$ cat src/sv/ckhc_pkg.sv
// shared constants, types and helpers of the canonical k-mer counter
`timescale 1ns / 1ps
package ckhc_pkg;
    localparam int TABLE_BITS  = 12;
    localparam int SLOTS       = 1 << TABLE_BITS;
    localparam int KMER_W      = 62;
    localparam int COUNT_W     = 32;
    localparam int SLOT_OUT_W  = 12;
    localparam int DIST_W      = 13;
    localparam int K_W         = 5;
    localparam int MIX_W       = 3;
    localparam logic [K_W-1:0]     K_RESET   = 5'd15;
    localparam logic [K_W-1:0]     RUN_MAX   = 5'd31;
    localparam logic [31:0]        FIB_MULT  = 32'd2654435769;
    localparam logic [DIST_W-1:0]  DIST_MAX  = 13'd8191;
    localparam logic [COUNT_W-1:0] COUNT_MAX = 32'hFFFF_FFFF;
    localparam logic [MIX_W-1:0]   MIX_LAST  = 3'd6;
    localparam logic [2:0]         CODE_BAD  = 3'd4;

    typedef struct packed {
        logic             load;
        logic             chk;
        logic             mix;
        logic [MIX_W-1:0] mix_sel;
        logic             fib;
        logic             cmp;
        logic             clr;
    } t_cmd;

    typedef struct packed {
        logic have;
        logic clr_last;
        logic empty;
        logic match;
        logic wrap;
    } t_sts;

    function automatic logic [2:0] base_code(input logic [7:0] ch);
        logic [2:0] c;
        case (ch)
            "A", "a": c = 3'd0;
            "C", "c": c = 3'd1;
            "G", "g": c = 3'd2;
            "T", "t": c = 3'd3;
            default:  c = CODE_BAD;
        endcase
        return c;
    endfunction
endpackage

$ cat src/sv/ckhc_ctrl.sv
// controller state machine: clear pass, hashing sequence and probe loop
`timescale 1ns / 1ps
module ckhc_ctrl import ckhc_pkg::*; (
    input  logic i_clk,
    input  logic i_rst_n,
    input  logic i_start,
    input  t_sts i_sts,
    output t_cmd o_cmd,
    output logic o_busy
);
    typedef enum logic [2:0] {
        S_CLR, S_IDLE, S_CHK, S_MIX, S_FIB, S_RD, S_CMP
    } t_state;

    t_state           r_state, n_state;
    logic [MIX_W-1:0] r_step, n_step;

    always_comb begin
        n_state = r_state;
        n_step  = r_step;
        o_cmd   = '0;
        o_cmd.mix_sel = r_step;
        case (r_state)
            S_CLR: begin
                o_cmd.clr = 1'b1;
                if (i_sts.clr_last) n_state = S_IDLE;
            end
            S_IDLE: begin
                if (i_start) begin
                    o_cmd.load = 1'b1;
                    n_state = S_CHK;
                end
            end
            S_CHK: begin
                o_cmd.chk = 1'b1;
                n_step = '0;
                n_state = i_sts.have ? S_MIX : S_IDLE;
            end
            S_MIX: begin
                o_cmd.mix = 1'b1;
                n_step = r_step + 1'b1;
                if (r_step == MIX_LAST) n_state = S_FIB;
            end
            S_FIB: begin
                o_cmd.fib = 1'b1;
                n_state = S_RD;
            end
            S_RD: begin
                n_state = S_CMP;
            end
            S_CMP: begin
                o_cmd.cmp = 1'b1;
                if (i_sts.empty || i_sts.match || i_sts.wrap) n_state = S_IDLE;
                else n_state = S_RD;
            end
            default: n_state = S_IDLE;
        endcase
    end

    always_ff @(posedge i_clk) begin
        if (!i_rst_n) begin
            r_state <= S_CLR;
            r_step  <= '0;
        end else begin
            r_state <= n_state;
            r_step  <= n_step;
        end
    end

    assign o_busy = (r_state != S_IDLE);
endmodule

$ cat config.mk
export PLATFORM = sky130hd
export DESIGN_NAME = ckhc_ctrl
export DESIGN_NICKNAME = d
export VERILOG_FILES = /design/src/sv/ckhc_pkg.sv /design/src/sv/ckhc_ctrl.sv
export SDC_FILE = /design/constraint.sdc
export NUM_CORES = 1
export LEC_CHECK = 0
export ABC_AREA = 1
export BUFFER_PORTS_ARGS = -buffer_cell sky130_fd_sc_hd__buf_2
export CORE_AREA = 10 10 47 49
export DETAILED_ROUTE_END_ITERATION = 16
export DIE_AREA = 0 0 57 59
export SLEW_MARGIN = 25
export SYNTH_ARGS = -nofsm -noshare
export SYNTH_HDL_FRONTEND = slang
export SYNTH_SLANG_ARGS = --single-unit
$ cat constraint.sdc
create_clock -name i_clk -period 2.8 [get_ports i_clk]
set_input_delay 0.28 -clock i_clk [delete_from_list [all_inputs] [get_ports i_clk]]
set_output_delay 0.28 -clock i_clk [all_outputs]
set_load 0.005 [all_outputs]
==> impl_metrics.env <==
export IMPL_h_tree_depth=1
export IMPL_reg2reg_slack_ns=1.62
export IMPL_report_final_setup_viol=0
export IMPL_grt_pass1_wl_mm=1.70
export IMPL_max_cap_viol_count=0
export IMPL_status="finished clean"
export IMPL_ys_warn_count=0
export IMPL_fin_nets=90
export IMPL_routabilityCongestion=0.775
export IMPL_cts_buffer_depth=2
export IMPL_cts_resized_gates=0
export IMPL_crit_required_ns=2.52
export IMPL_grt_overflow=0
export IMPL_cp_slowest_cell="dfxtp_1"
export IMPL_postCtsHoldBufs=0
export IMPL_worstSetupStartpointType="register"
export IMPL_die_h_um=59
export IMPL_power_leakage_nw=0.293
export IMPL_drt_initial_drc_count=5
export IMPL_critical_path_top_delay_family="flip-flops"
export IMPL_drive_gt1_frac=0.333
export IMPL_hold_path_end="r_state[0]"
export IMPL_r2r_cells=6
export IMPL_final_common_cell="buf_2"
export IMPL_crit_path_end_kind="output pin"
export IMPL_maxSlewViolCount=0
export IMPL_arrival_ns=1.13
export IMPL_relSlewSlack=0.784
export IMPL_antenna_found_initial=0
export IMPL_detail_route_antenna_nets=0
export IMPL_synthTopCellsByArea="dfxtp_1 (31%), nand2_1 (11%), nor2_1 (8.6%), inv_1 (6.7%), ha_1 (6.4%)"
export IMPL_r2r_end="r_state[2]"
export IMPL_num_vias=411
export IMPL_io_pins=18
export IMPL_syn_area_um2=393
export IMPL_yosysSeqAreaShare=0.306
export IMPL_hp_start="i_rst_n"
export IMPL_synth_largest_area_cell="dfxtp_1"
export IMPL_crit_type="register to output pin"
export IMPL_drcViolationCount=0
export IMPL_synth_cells=59
export IMPL_post_synth_num_cell_types=20
export IMPL_dp_hpwl_um=869
export IMPL_slowest_delay_ns=0.42
export IMPL_cts_root_buffer="clkbuf_4"
export IMPL_final_cell_area_um2=513
export IMPL_start_util=0.280
export IMPL_wl_per_cell_um=10.8
export IMPL_rows=14
export IMPL_crit_path_max_fanout=6
export IMPL_syn_nets=69
export IMPL_post_cts_setup_buffers=0
export IMPL_finalHoldViolations=0
export IMPL_dpl_cell_area_um2=490
export IMPL_rsz0062_at_grt="no"
export IMPL_core_area_um2=1400
export IMPL_layout_common_cells="buf_2 (17), nand2_1 (12), nor2_1 (9)"
export IMPL_layout_cells_non_filler=94
export IMPL_hold_path_cell_count=3
export IMPL_port_buffers=17
export IMPL_period_needed_ns=1.41
export IMPL_via_per_inst=4.37
export IMPL_area_growth_pct=30.6
export IMPL_grt_pass1_vias=411
export IMPL_die_area_um2=3360
export IMPL_grt_max_degree=10
export IMPL_worst_pin_slew_ns=0.324
export IMPL_power_density_nw_per_um2=532
export IMPL_synth_area_per_cell_um2=6.66
export IMPL_critPathBufInv=2
export IMPL_cts_sinks=6
export IMPL_max_freq_mhz=710
export IMPL_drtPass1Iterations=2
export IMPL_antenna_cells=0
export IMPL_tns_ns=0
export IMPL_peakVddDrop_v=0.000246
export IMPL_totalWireLength_mm=1.02
export IMPL_rr_startpoint="r_state[2]"
export IMPL_yosysTopAreaCellShare=0.306
export IMPL_critical_path_cell_chain="inv_2, nor2_4, nand2_2, nor2_1, buf_2"
export IMPL_post_route_util=0.366
export IMPL_path_clk_slew_ns=0.05
export IMPL_cts_made_buffers=3
export IMPL_die_w_um=57
export IMPL_grtUsageTotal=0.0632
export IMPL_layout_worst_path_cycle_share=0.503
export IMPL_clock_skew_ns=0.00225
export IMPL_cts_tree="yes"
export IMPL_holdCritPathClass="input port to register"
export IMPL_placed_cells=91
export IMPL_clk_latency_ns=0.24
export IMPL_synth_seq_cells=6
[cell families after synthesis]
logic type | Yosys count | synth area share
xor gates and xnor gates | 1 | 0.0223
and+or+nand+nor | 33 | 0.398
AOI/OAI and AO/OA | 7 | 0.105
DFF | 6 | 0.306
adders and majority gates | 2 | 0.0637
buffers and inverters | 10 | 0.105
[cells in the mapped netlist (all sizes together)]
master and n:
a22oi 1, buf 1, o21ai 1, nand3b 1, nor2 11, a2bb2oi 1, xor2 1, nand2 13
nor3 2, a21oi 4, ha 2, nand4 1, nand3 5, dfxtp 6, inv 9
[worst register-to-register path, cell delays in order (launching register included)]
cell and delay [ns]:
dfxtp_1 0.47, inv_2 0.12, nand3_1 0.15, nand2_1 0.07
nand3b_1 0.16, nand2_1 0.07, nor2_1 0.03
[sequential cells by signal (all words and copies together) (netlist names)]
register  flops
r_state       3
r_step        3
[per-layer routing]
layer / track usage / up-vias / part of all wire / routed length, um
met5: 0 / - / 0 / 0
met2: 0.0992 / 9 / 0.47 / 475
met1: 0.0621 / 171 / 0.45 / 455
met3: 0.0258 / 2 / 0.073 / 74
met4: 0.0604 / 0 / 0.013 / 13
li1: - / 229 / - / -
[power breakdown]
group	total, mW	switching (mW)	internal, mW
registers	0.109	0.0152	0.0938
logic	0.0845	0.0478	0.0367
clock network	0.0792	0.0308	0.0485
total	0.273	0.0938	0.179
[how the worst max path moves through the flow]
stage,cells past startpoint,startpoint,slack [ns],to
after global placement,6,r_state[2],1.61,r_state[2]
after floorplan,4,r_state[0],1.77,o_cmd[8]
after detailed placement,6,r_state[2],1.61,r_state[2]
final,5,r_state[0],1.39,o_cmd[8]
after global routing,5,r_state[0],1.30,o_cmd[8]
after CTS,5,r_state[0],1.37,o_cmd[8]
[per-stage QoR]
step           setup WS, ns  power (mW)  hold WS [ns]
4_1_cts                1.37       0.282         0.286
2_1_floorplan          1.77       0.169         0.401
5_1_grt                1.30       0.299         0.297
3_5_place_dp           1.61       0.197         0.520
3_3_place_gp           1.61       0.197         0.503
6_report               1.39       0.273         0.301
[area by class of cell]
cell class / count / area [um2]
Inverter: 9 / 33.8
Tap cell: 16 / 20.0
Sequential cell: 6 / 120
Timing Repair Buffer: 17 / 85.1
Clock buffer: 3 / 22.5
Fill cell: 164 / 888
Multi-Input combinational cell: 43 / 231
Power figures use the tool's default switching activity.
